**src/rtl/pss_pkg.sv**
```systemverilog
// ----------------------------------------------------------------------------
// pss_pkg
// Shared types, constants and the per-byte run decision of the string scanner.
// ----------------------------------------------------------------------------
package pss_pkg;

    localparam int DATA_W   = 8;
    localparam int ADDR_W   = 32;
    localparam int LEN_W    = 8;
    localparam int LIMIT_W  = 16;
    localparam int APB_AW   = 4;
    localparam int APB_DW   = 32;

    localparam int MAX_LEN  = 256;
    localparam int LEN_CAP  = (MAX_LEN - 1 > 255) ? 255 : MAX_LEN - 1;
    localparam logic [LEN_W-1:0] LEN_CAP_V = LEN_W'(LEN_CAP);

    localparam logic [LEN_W-1:0]   DEFAULT_MIN   = 8'd5;
    localparam logic [LEN_W-1:0]   SHORTEST_RUN  = 8'd2;
    localparam logic [DATA_W-1:0]  PRINT_LO      = 8'h20;
    localparam logic [DATA_W-1:0]  PRINT_HI      = 8'h7E;
    localparam logic [LIMIT_W-1:0] DEFAULT_LIMIT = 16'hFFFF;

    typedef enum logic [1:0] {
        REG_MIN_LENGTH   = 2'd0,
        REG_STRING_LIMIT = 2'd1,
        REG_REGION_START = 2'd2,
        REG_REGION_RVA   = 2'd3
    } pss_reg_idx_t;

    typedef struct packed {
        logic [LEN_W-1:0]   min_length;
        logic [LIMIT_W-1:0] string_limit;
        logic [ADDR_W-1:0]  region_start;
        logic [ADDR_W-1:0]  region_rva;
    } pss_cfg_t;

    typedef struct packed {
        logic [LEN_W-1:0]  len;
        logic [ADDR_W-1:0] start;
        logic              hit;
        logic [LEN_W-1:0]  hit_len;
    } pss_run_t;

    function automatic pss_run_t pss_decide(
        input pss_run_t          cur,
        input logic [DATA_W-1:0] b,
        input logic [ADDR_W-1:0] pos,
        input logic              en,
        input logic [LEN_W-1:0]  min_eff
    );
        pss_run_t r;
        r         = cur;
        r.hit     = 1'b0;
        r.hit_len = cur.len;
        if (en)
        begin
            if (b >= PRINT_LO && b <= PRINT_HI)
            begin
                if (cur.len == '0)
                begin
                    r.start = pos;
                end
                if (cur.len < LEN_CAP_V)
                begin
                    r.len = cur.len + LEN_W'(1);
                end
            end
            else
            begin
                r.hit = (cur.len >= min_eff) && (cur.len > SHORTEST_RUN);
                r.len = '0;
            end
        end
        return r;
    endfunction

endpackage

```
**src/rtl/pss_byte_if.sv**
```systemverilog
// ----------------------------------------------------------------------------
// pss_byte_if
// Byte stream channel: one raw byte of the region per beat.
// ----------------------------------------------------------------------------
interface pss_byte_if;
    import pss_pkg::*;

    logic              valid;
    logic              ready;
    logic [DATA_W-1:0] data_byte;
    logic              last_byte;

    modport source (output valid, output data_byte, output last_byte, input ready);
    modport sink   (input valid, input data_byte, input last_byte, output ready);
endinterface

```
**src/rtl/pss_string_if.sv**
```systemverilog
// ----------------------------------------------------------------------------
// pss_string_if
// Result channel: one reported string per beat.
// ----------------------------------------------------------------------------
interface pss_string_if;
    import pss_pkg::*;

    logic              valid;
    logic              ready;
    logic [ADDR_W-1:0] string_offset;
    logic [ADDR_W-1:0] string_rva;
    logic [LEN_W-1:0]  string_length;
    logic              wide_flag;

    modport source (output valid, output string_offset, output string_rva,
                    output string_length, output wide_flag, input ready);
    modport sink   (input valid, input string_offset, input string_rva,
                    input string_length, input wide_flag, output ready);
endinterface

```
**src/rtl/pss_cfg_regs.sv**
```systemverilog
// ----------------------------------------------------------------------------
// pss_cfg_regs
// APB register file holding the scanner configuration.
// ----------------------------------------------------------------------------
module pss_cfg_regs (
    input  logic                       clk,
    input  logic                       rst_n,
    input  logic                       psel,
    input  logic                       penable,
    input  logic                       pwrite,
    input  logic [pss_pkg::APB_AW-1:0] paddr,
    input  logic [pss_pkg::APB_DW-1:0] pwdata,
    output logic [pss_pkg::APB_DW-1:0] prdata,
    output logic                       pready,
    output pss_pkg::pss_cfg_t          cfg
);
    import pss_pkg::*;

    pss_cfg_t     cfg_reg;
    pss_reg_idx_t idx;
    logic         wr_en;

    assign idx    = pss_reg_idx_t'(paddr[APB_AW-1:2]);
    assign wr_en  = psel && penable && pwrite;
    assign pready = 1'b1;
    assign cfg    = cfg_reg;

    always_ff @(posedge clk or negedge rst_n)
    begin
        if (!rst_n)
        begin
            cfg_reg.min_length   <= DEFAULT_MIN;
            cfg_reg.string_limit <= DEFAULT_LIMIT;
            cfg_reg.region_start <= '0;
            cfg_reg.region_rva   <= '0;
        end
        else if (wr_en)
        begin
            unique case (idx)
                REG_MIN_LENGTH:   cfg_reg.min_length   <= pwdata[LEN_W-1:0];
                REG_STRING_LIMIT: cfg_reg.string_limit <= pwdata[LIMIT_W-1:0];
                REG_REGION_START: cfg_reg.region_start <= pwdata[ADDR_W-1:0];
                REG_REGION_RVA:   cfg_reg.region_rva   <= pwdata[ADDR_W-1:0];
            endcase
        end
    end

    always_comb
    begin
        unique case (idx)
            REG_MIN_LENGTH:   prdata = APB_DW'(cfg_reg.min_length);
            REG_STRING_LIMIT: prdata = APB_DW'(cfg_reg.string_limit);
            REG_REGION_START: prdata = APB_DW'(cfg_reg.region_start);
            REG_REGION_RVA:   prdata = APB_DW'(cfg_reg.region_rva);
        endcase
    end

endmodule

```
**src/rtl/printable_string_scanner_core.sv**
```systemverilog
// ----------------------------------------------------------------------------
// printable_string_scanner_core
// Finds runs of printable bytes (0x20 to 0x7E) in a byte stream, one region at
// a time, and reports offset, virtual address, length and a wide flag for each
// run over two bytes that reaches the minimum length, up to the string limit.
// The core takes one byte per clock unless stalled: the run counter and a
// two-byte lookahead queue are updated in a single pass, and a reported string
// appears in the result register on the cycle after the beat that decides it.
// The byte channel keeps accepting while a result is held, if the result
// register is emptied in the same cycle; each byte gives at most one string.
// ----------------------------------------------------------------------------
module printable_string_scanner_core (
    input  logic                       clk,
    input  logic                       rst_n,
    input  logic                       psel,
    input  logic                       penable,
    input  logic                       pwrite,
    input  logic [pss_pkg::APB_AW-1:0] paddr,
    input  logic [pss_pkg::APB_DW-1:0] pwdata,
    output logic [pss_pkg::APB_DW-1:0] prdata,
    output logic                       pready,
    pss_byte_if.sink                   scan,
    pss_string_if.source               report
);
    import pss_pkg::*;

    pss_cfg_t cfg;

    pss_cfg_regs u_cfg (
        .clk     (clk),
        .rst_n   (rst_n),
        .psel    (psel),
        .penable (penable),
        .pwrite  (pwrite),
        .paddr   (paddr),
        .pwdata  (pwdata),
        .prdata  (prdata),
        .pready  (pready),
        .cfg     (cfg)
    );

    logic              open_reg;
    logic [1:0]        fill_reg;
    logic [DATA_W-1:0] q0_reg, q1_reg;
    logic [LEN_W-1:0]  run_len_reg;
    logic [ADDR_W-1:0] run_start_reg;
    logic [ADDR_W-1:0] pos_reg;
    logic [LIMIT_W-1:0] count_reg;

    logic              out_valid_reg;
    logic [ADDR_W-1:0] out_offset_reg;
    logic [ADDR_W-1:0] out_rva_reg;
    logic [LEN_W-1:0]  out_len_reg;
    logic              out_wide_reg;

    logic              accept;
    logic              last;
    logic [DATA_W-1:0] b, s0, s1, s2;
    logic [1:0]        fill, n;
    logic [ADDR_W-1:0] base_pos;
    logic [LEN_W-1:0]  min_eff;
    logic              dec0, dec1, dec2;
    logic              full;
    pss_run_t          run_in, run0, run1, run2;
    logic              emit;
    logic [LEN_W-1:0]  emit_len;
    logic              emit_wide;

    assign scan.ready = !out_valid_reg || report.ready;
    assign accept     = scan.valid && scan.ready;
    assign b          = scan.data_byte;
    assign last       = scan.last_byte;

    // a closed region restarts with an empty queue and no run
    assign fill     = open_reg ? fill_reg : 2'd0;
    assign base_pos = open_reg ? pos_reg : cfg.region_start;
    assign n        = fill + 2'd1;
    assign full     = (n == 2'd3);

    assign s0 = (fill == 2'd0) ? b : q0_reg;
    assign s1 = (fill == 2'd1) ? b : q1_reg;
    assign s2 = b;

    assign dec0 = full || last;
    assign dec1 = last && (n >= 2'd2);
    assign dec2 = last && full;

    assign min_eff = (cfg.min_length == '0) ? DEFAULT_MIN : cfg.min_length;

    always_comb
    begin
        run_in.len     = open_reg ? run_len_reg : '0;
        run_in.start   = run_start_reg;
        run_in.hit     = 1'b0;
        run_in.hit_len = '0;
        run0 = pss_decide(run_in, s0, base_pos, dec0, min_eff);
        run1 = pss_decide(run0, s1, base_pos + ADDR_W'(1), dec1, min_eff);
        run2 = pss_decide(run1, s2, base_pos + ADDR_W'(2), dec2, min_eff);
    end

    // at most one run can end within the bytes decided on one beat
    assign emit = (run0.hit || run1.hit || run2.hit) && (count_reg < cfg.string_limit);

    always_comb
    begin
        priority if (run0.hit)
        begin
            emit_len = run0.hit_len;
        end
        else if (run1.hit)
        begin
            emit_len = run1.hit_len;
        end
        else
        begin
            emit_len = run2.hit_len;
        end
    end

    // lookahead only exists for the head byte of a full queue
    assign emit_wide = run0.hit && full && (s0 == '0) && (s1 != '0) && (s2 == '0);

    always_ff @(posedge clk or negedge rst_n)
    begin
        if (!rst_n)
        begin
            open_reg    <= 1'b0;
            fill_reg    <= 2'd0;
            run_len_reg <= '0;
            count_reg   <= '0;
        end
        else if (accept)
        begin
            if (last)
            begin
                open_reg    <= 1'b0;
                fill_reg    <= 2'd0;
                run_len_reg <= '0;
            end
            else
            begin
                open_reg    <= 1'b1;
                fill_reg    <= full ? 2'd2 : n;
                run_len_reg <= run0.len;
            end
            if (emit)
            begin
                count_reg <= count_reg + LIMIT_W'(1);
            end
        end
    end

    always_ff @(posedge clk)
    begin
        if (accept)
        begin
            q0_reg        <= full ? s1 : s0;
            q1_reg        <= full ? s2 : s1;
            run_start_reg <= run2.start;
            pos_reg       <= full ? base_pos + ADDR_W'(1) : base_pos;
        end
    end

    // result register
    always_ff @(posedge clk or negedge rst_n)
    begin
        if (!rst_n)
        begin
            out_valid_reg <= 1'b0;
        end
        else if (accept && emit)
        begin
            out_valid_reg <= 1'b1;
        end
        else if (report.ready)
        begin
            out_valid_reg <= 1'b0;
        end
    end

    always_ff @(posedge clk)
    begin
        if (accept && emit)
        begin
            out_offset_reg <= run_start_reg;
            out_rva_reg    <= cfg.region_rva + (run_start_reg - cfg.region_start);
            out_len_reg    <= emit_len;
            out_wide_reg   <= emit_wide;
        end
    end

    assign report.valid         = out_valid_reg;
    assign report.string_offset = out_offset_reg;
    assign report.string_rva    = out_rva_reg;
    assign report.string_length = out_len_reg;
    assign report.wide_flag     = out_wide_reg;

endmodule
```
**src/flat_wrapper.sv**
```systemverilog
// flat-port wrapper written by rule: the top's interface ports become plain ports
module printable_string_scanner_core_flat import pss_pkg::*;
  (clk, rst_n, psel, penable, pwrite, paddr, pwdata, prdata, pready, scan_valid, scan_data_byte, scan_last_byte, scan_ready, report_valid, report_string_offset, report_string_rva, report_string_length, report_wide_flag, report_ready);
  pss_byte_if scan_i ();
  pss_string_if report_i ();
  input  logic clk;
  input  logic rst_n;
  input  logic psel;
  input  logic penable;
  input  logic pwrite;
  input  logic [pss_pkg::APB_AW-1:0] paddr;
  input  logic [pss_pkg::APB_DW-1:0] pwdata;
  output logic [pss_pkg::APB_DW-1:0] prdata;
  output logic pready;
  input wire logic [$bits(scan_i.valid)-1:0] scan_valid;
  input wire logic [$bits(scan_i.data_byte)-1:0] scan_data_byte;
  input wire logic [$bits(scan_i.last_byte)-1:0] scan_last_byte;
  output wire logic [$bits(scan_i.ready)-1:0] scan_ready;
  output wire logic [$bits(report_i.valid)-1:0] report_valid;
  output wire logic [$bits(report_i.string_offset)-1:0] report_string_offset;
  output wire logic [$bits(report_i.string_rva)-1:0] report_string_rva;
  output wire logic [$bits(report_i.string_length)-1:0] report_string_length;
  output wire logic [$bits(report_i.wide_flag)-1:0] report_wide_flag;
  input wire logic [$bits(report_i.ready)-1:0] report_ready;
  assign scan_i.valid = scan_valid;
  assign scan_i.data_byte = scan_data_byte;
  assign scan_i.last_byte = scan_last_byte;
  assign scan_ready = scan_i.ready;
  assign report_valid = report_i.valid;
  assign report_string_offset = report_i.string_offset;
  assign report_string_rva = report_i.string_rva;
  assign report_string_length = report_i.string_length;
  assign report_wide_flag = report_i.wide_flag;
  assign report_i.ready = report_ready;
  printable_string_scanner_core u_core (.clk(clk), .rst_n(rst_n), .psel(psel), .penable(penable), .pwrite(pwrite), .paddr(paddr), .pwdata(pwdata), .prdata(prdata), .pready(pready), .scan(scan_i), .report(report_i));
endmodule
```
**config.mk**
```make
export PLATFORM = sky130hd
export DESIGN_NAME = printable_string_scanner_core_flat
export DESIGN_NICKNAME = d
export VERILOG_FILES = /design/src/rtl/pss_pkg.sv /design/src/rtl/pss_byte_if.sv /design/src/rtl/pss_string_if.sv /design/src/rtl/pss_cfg_regs.sv /design/src/rtl/printable_string_scanner_core.sv /design/src/flat_wrapper.sv
export SDC_FILE = /design/constraint.sdc
export NUM_CORES = 1
export LEC_CHECK = 0
export BUFFER_PORTS_ARGS = -buffer_cell sky130_fd_sc_hd__buf_2
export CAP_MARGIN = 30
export CELL_PAD_IN_SITES_DETAIL_PLACEMENT = 1
export CELL_PAD_IN_SITES_GLOBAL_PLACEMENT = 1
export CORE_ASPECT_RATIO = 1.75
export CORE_MARGIN = 3
export CORE_UTILIZATION = 48
export DETAILED_ROUTE_END_ITERATION = 10
export GPL_ROUTABILITY_DRIVEN = 0
export PLACE_DENSITY_LB_ADDON = 0.3
export SYNTH_ARGS = -nofsm -noshare
export SYNTH_HDL_FRONTEND = slang
export SYNTH_SLANG_ARGS = --single-unit
export TNS_END_PERCENT = 30
```
**constraint.sdc**
```tcl
create_clock -name clk -period 10.2 [get_ports clk]
set_clock_uncertainty 0.15 [all_clocks]
set_input_delay 2.04 -clock clk [delete_from_list [all_inputs] [get_ports clk]]
set_output_delay 2.04 -clock clk [all_outputs]
set_load 0.02 [all_outputs]
```
==> metrics.md, run 1 <==
| Metric | Value |
|---|---|
| Clock sink count | `269` |
| Critical Path Fanout Max | `58` |
| GRT overflow | `0` |
| Antenna Diode Count | `0` |
| Gr usage total | `26.96%` |
| Clk buf depth | `3` |
| Final period util | `68.11%` |
| Initial Utilization | `49.09%` |
| CP arrival | `7.24 ns` |
| Worst-skew pair later-pin latency | `0.56 ns` |
| Synth async-reset ratio | `43.12%` |
| Initial antenna violation count | `0` |
| Slowest-stage cell, CP | `buf_4` |
| Relative slew margins | `31.04%` |
| Largest register FFs | `88` |
| Syn_area_per_cell | `10.16 um2` |
| TritonCTS Buffers | `28` |
| Hold Buf Count CTS | `0` |
| Worst Hold Launch | `u_core.fill_reg[0]` |
| Largest area contributor in the netlist | `edfxtp_1` |
| Number of global-route vias before repair | `15070` |
| DR WL met3 | `1.891 mm` |
| Final Critical Period | `6.948 ns` |
| Via density | `5.950` |
| Pwr per Cell Area | `211.3 nW/um2` |
| Share of post-route cells with drive strength above 1 | `19.74%` |
| Cts repair resizes | `0` |
| Top-Level Pins | `160` |
| Ys Warns | `0` |
| Crit-path leading delay family | `compound AO/OA/AOI/OAI gates` |
| Gate Count Post-Synth | `1721` |
| Final non-filler cell total | `2344` |
| Port Buf Inserts | `156` |
| Clock transition at path regs | `0.07 ns` |
| Initial drt markers | `592` |
| Worst Setup SP | `u_core.open_reg` |
| Leakage power | `0.008413 uW` |
| Register area share after synthesis | `42.99%` |
| FMAX | `143.9 MHz` |
| Die H | `258.5 um` |
| Met2 wire len | `28.52 mm` |
| Post-synth EDFFs | `153` |
| CP Capture Type | `register` |
| Yosys cell types | `78` |
| Number of synthesized register bits | `269` |
| Post-synth top area share | `26.26%` |
| DR DRC count | `0` |
| Sw Share | `36.26%` |
| # setup viols final | `0` |
| Commonest non-fill, non-tap cells in the layout | `179 x inv_1, 155 x buf_2, 153 x edfxtp_1, 137 x nand2_1, 130 x nor2_1` |
| Hold Crit Class | `register to register` |
| Final hold viol count | `0` |
| Number of max-cap violations | `0` |
| Pin count of the biggest net entering global routing | `73` |
| Buf+Inv Stages, Crit Path | `4` |
| Comb pwr share | `38.3%` |
| Ys flop type | `edfxtp_1` |
| WS Path Type | `register to register` |
| Drt first pass iters | `4` |
| DRT Wirelength | `52.33 mm` |
| Area growth syn-to-layout | `13.02%` |
| Placed wire-length estimate | `38.22 mm` |
| Switching pwr | `1515 uW` |
| Synth Cell Area | `17490 um2` |
| Die Area | `38860 um2` |
| Die width | `150.3 um` |
| Via count | `13950` |
| Synth area leaders | `edfxtp_1 26%, dfrtp_1 14%, mux2_2 6.1%` |
| H-tree levels | `1` |
| Syn Nets | `1886` |
| Leading cell type in the layout, fill and taps excluded | `inv_1` |
| Row cnt | `91` |
| Power share of the sequential group | `36.2%` |
| Top Layer Used | `met4` |
| Number of antenna-violating nets in the routed design | `0` |
| Slew @ Worst Pin | `1.030 ns` |
| Int Power | `2663 uW` |
| Average routed wire per standard cell | `22.32 um` |
| Root Buffer | `clkbuf_16` |
| Slowest stage delay, CP | `0.69 ns` |
| Status | `complete, no violations` |
| Dpl cells | `2290` |
| CP Launch Type | `register` |
| Max VDD drop | `0.0001432 V` |
| Core Box Area | `35640 um2` |
| Clock Power Share | `25.5%` |
| Reg2reg start | `u_core.open_reg` |
| First-pass GRT wire length | `82.88 mm` |
| CTS tree | `done` |
| RSZ-0062 raised after global routing | `false` |
| Metal-1 WL | `19.67 mm` |
| Final net count | `2022` |
| Setup TNS | `0 ns` |
| Max Slew Vio Count | `0` |
| Post-CTS setup buffers | `0` |
| Req. time, crit path | `10.50 ns` |
synthesized netlist by cell type, types with 9 or more instances:
cell and n:
dfrtp_1 98, dfstp_2 18, inv_1 180, mux2_2 95
nand2b_1 19, nor4_1 14, buf_2 15, and2_1 13
o211ai_1 11, buf_1 14, xor2_1 37, xnor2_1 66
or3_1 10, mux2i_1 55, nand4_1 17, a21oi_1 89
o21ai_0 77, a21o_1 21, nor2_1 130, a211oi_1 21
fa_1 31, a22o_1 12, a32oi_1 16, nor2b_1 32
clkbuf_1 36, nand3_1 39, a31oi_1 13, nand2_1 137
ha_1 82, or2_2 11, edfxtp_1 153, o21a_1 9
and3_1 10, nor3_1 29
logic make-up (layout without fill, tap and decap cells):
group | after synthesis | count (layout) | share of synthesized area (%)
other cells | 1 | 1 | 0.02144
fa+ha+maj | 113 | 113 | 9.413
xor+xnor | 103 | 103 | 5.157
compound gates | 337 | 337 | 12.92
simple gates | 489 | 489 | 13.55
mux | 158 | 158 | 10.29
flops | 269 | 269 | 42.99
buf+inv | 251 | 409 | 5.665
final timing paths:
path / to / slack, ns / depth (start not counted)
max: u_core.count_reg[13] / 3.25 / 27
min: u_core.fill_reg[0] / 0.33 / 2
max reg2reg: u_core.count_reg[13] / 3.25 / 27
min reg2reg: u_core.fill_reg[0] / 0.33 / 2
max in group asynchronous: u_core.u_cfg.cfg[66] / 7.55 / 3
min in group asynchronous: u_core.u_cfg.cfg[48] / 1.35 / 1
metrics by stage:
stage / area (um2) / setup slack (ns) / power [uW] / hold WS (ns) / utilization (%)
final: 19770 / 3.252 / 4178 / 0.3312 / 55.48
after global routing: 19770 / 2.805 / 4451 / 0.3583 / 55.48
after CTS: 19720 / 2.848 / 4209 / 0.3383 / 55.34
after detailed placement: 18750 / 2.344 / 3107 / 0.3250 / 52.62
after global placement: 18710 / 2.484 / 3014 / 0.3119 / 52.49
after floorplan: 17490 / 2.981 / 2640 / 0.2764 / -
power groups by stage:
stage / clock network, uW / logic (uW) / registers [uW]
2_1_floorplan: 0 / 1170 / 1470
3_3_place_gp: 0 / 1500 / 1520
4_1_cts: 1090 / 1610 / 1510
3_5_place_dp: 0 / 1580 / 1530
5_1_grt: 1140 / 1790 / 1530
6_report: 1060 / 1600 / 1510
layer usage:
layer  global-route usage (%)  up-vias
met5                        0        -
met4                    10.87        0
met3                    2.502      115
met2                    50.71      366
met1                    30.78     7080
li1                         -     6385
worst min-delay path: stages (launching register included):
cell and delay [ns]:
dfrtp_1 0.34, nand2_1 0.05, o21ai_0 0.06
final cells by class:
type | instances | area [um2]
Clock buffer | 45 | 930.9
Clock inverter | 7 | 37.54
Fill cell | 4043 | 15870
Inverter | 181 | 679.4
Multi-Input combinational cell | 1201 | 9009
Sequential cell | 269 | 7521
Tap cell | 465 | 581.8
Timing Repair Buffer | 176 | 1011
No activity file was read; power rests on OpenSTA's default activity.
==> run 2, diff against run 1 <==
- CORE_UTILIZATION: 48 -> 43
- clock period: 10.2 -> 6.3 ns (I/O delays scaled with it)
==> metrics.md, run 2 (synthesis gave the netlist of run 1 again) <==
| Metric | Value |
|---|---|
| Most frequent CP cell | `ha_1` |
| Final period util | `92.71%` |
| Worst Hold Launch | `u_core.fill_reg[1]` |
| H-tree levels | `1` |
| Buf+Inv Stages, Crit Path | `2` |
| Core Box Area | `40050 um2` |
| # setup viols final | `0` |
| Clk buf depth | `3` |
| Clock sink count | `269` |
| Placed wire-length estimate | `41.92 mm` |
| Clock transition at path regs | `0.07 ns` |
| End of the worst register-to-register path | `u_core.report.string_rva[31]` |
| Max VDD drop | `0.0002661 V` |
| Initial Utilization | `43.68%` |
| Share of post-route cells with drive strength above 1 | `20.47%` |
| Max Slew Vio Count | `0` |
| GRT overflow | `0` |
| CP Capture Type | `register` |
| Port Buf Inserts | `156` |
| Commonest non-fill, non-tap cells in the layout | `179 x inv_1, 155 x buf_2, 153 x edfxtp_1, 137 x nand2_1, 130 x nor2_1` |
| Worst-skew pair later-pin latency | `0.57 ns` |
| Die Area | `43230 um2` |
| DRT Wirelength | `55.34 mm` |
| Gr usage total | `25.38%` |
| Pre-CTS setup slack | `0.3743 ns` |
| Die width | `158.5 um` |
| Relative slew margins | `31.86%` |
| Leading cell type in the layout, fill and taps excluded | `inv_1` |
| Final Critical Period | `5.841 ns` |
| Antenna Diode Count | `0` |
| CP arrival | `5.92 ns` |
| Critical Path Fanout Max | `53` |
| Final net count | `2034` |
| Status | `complete, no violations` |
| Cell breakdown of the critical path | `nand2_1 -> inv_1 -> ha_1 -> nand4_1 -> o22ai_1 -> mux2i_1 -> and2_1 -> ha_1 -> and4_1 -> a31oi_4 -> xnor2_1 -> nand2_1 -> ha_1 -> nand2b_1 -> a21o_1 -> a21oi_1 -> nor2b_1 -> o21ai_0 -> a21oi_1 -> a31oi_1 -> a211o_1 -> o21ai_4 -> buf_12` |
| Worst r2r path cells | `23` |
| Die H | `272.8 um` |
| Pin count of the biggest net entering global routing | `64` |
| DR DRC count | `0` |
| Worst Setup SP | `u_core.run_len_reg[1]` |
| Hold Crit Depth | `2` |
| Leakage power | `0.008467 uW` |
| Row cnt | `97` |
| Drt first pass iters | `4` |
| Cts repair resizes | `0` |
| Worst Setup Slack, final | `0.4591 ns` |
| FMAX | `171.2 MHz` |
| Final hold viol count | `0` |
| WS Path Type | `register to register` |
| Req. time, crit path | `6.38 ns` |
| WHS Endpoint | `u_core.fill_reg[1]` |
| Largest register FFs | `88` |
| Root Buffer | `clkbuf_16` |
| Post-CTS setup buffers | `0` |
| RSZ-0062 raised after global routing | `false` |
| Hold Crit Class | `register to register` |
| Reg2reg start | `u_core.run_len_reg[1]` |
| Slew @ Worst Pin | `1.020 ns` |
| Initial antenna violation count | `0` |
| Slowest-stage cell, CP | `dfrtp_1` |
| Top-Level Pins | `160` |
| Number of max-cap violations | `0` |
| Average routed wire per standard cell | `23.20 um` |
| Flop-to-flop setup slack | `0.46 ns` |
| Setup TNS | `0 ns` |
| Hold Buf Count CTS | `0` |
| Via count | `13950` |
| First-pass GRT wire length | `85.63 mm` |
| Via density | `5.848` |
| Crit-path leading delay family | `compound AO/OA/AOI/OAI gates` |
| TritonCTS Buffers | `28` |
| Area growth syn-to-layout | `13.70%` |
| Number of global-route vias before repair | `15270` |
| Number of antenna-violating nets in the routed design | `0` |
| Pwr per Cell Area | `344.4 nW/um2` |
| Initial drt markers | `580` |
| CTS tree | `done` |
| CP Launch Type | `register` |
| Slowest stage delay, CP | `0.42 ns` |
## run 2: cell types whose count changed in the layout (fill, tap and decap cells not counted), sizes merged
cell / previous run / this run
buf: 176 / 188
clkbuf: 45 / 36
clkinv: 7 / 11
bufinv: 0 / 3
inv: 180 / 182
## run 2: final cells by class
type	instances	area, um2
multi-input cells	1201	9025
clock buffers	36	790.8
clock inverters	16	173.9
fillers	4531	20160
repair buffers	188	1081
flip-flops and latches	269	7521
well taps	495	619.3
inverters	181	679.4
## run 2: report_power, final
part	total, uW	internal, uW	switching (uW)
logic	2630	1080	1550
clock network	1760	1010	752
registers	2460	2240	222
total	6850	4330	2520
## run 2: through the flow
step	instances	utilization [%]	hold WS, ns	area, um2	total power (uW)
global route	2386	49.66	0.3637	19890	7288
CTS	2385	49.59	0.3532	19860	6905
floorplan	1721	-	0.2764	17540	4278
global placement	2332	47.14	0.3112	18880	4951
detailed placement	2333	47.19	0.3299	18900	5111
finish	2386	49.66	0.3513	19890	6851
## run 2: routing by layer
layer	up-vias	wire length [um]	global-route usage [%]
met4	0	2741	11.81
li1	6411	-	-
met3	144	1865	2.916
met1	7036	19350	25.72
met5	-	0	0
met2	363	31390	50.04
## run 2: worst min-delay path, stage by stage, from the launching register on
cell	delay (ns)
dfrtp_1	0.36
nand2_1	0.05
o31ai_1	0.06
## run 2: worst max-delay path by stage
stage,endpoint,slack (ns),cells past startpoint
floorplan,u_core.count_reg[13],0.005,33
global placement,u_core.count_reg[1],0.46,21
detailed placement,u_core.count_reg[1],0.37,21
CTS,u_core.count_reg[1],0.55,24
global route,u_core.count_reg[4],0.04,25
finish,u_core.report.string_rva[31],0.46,23
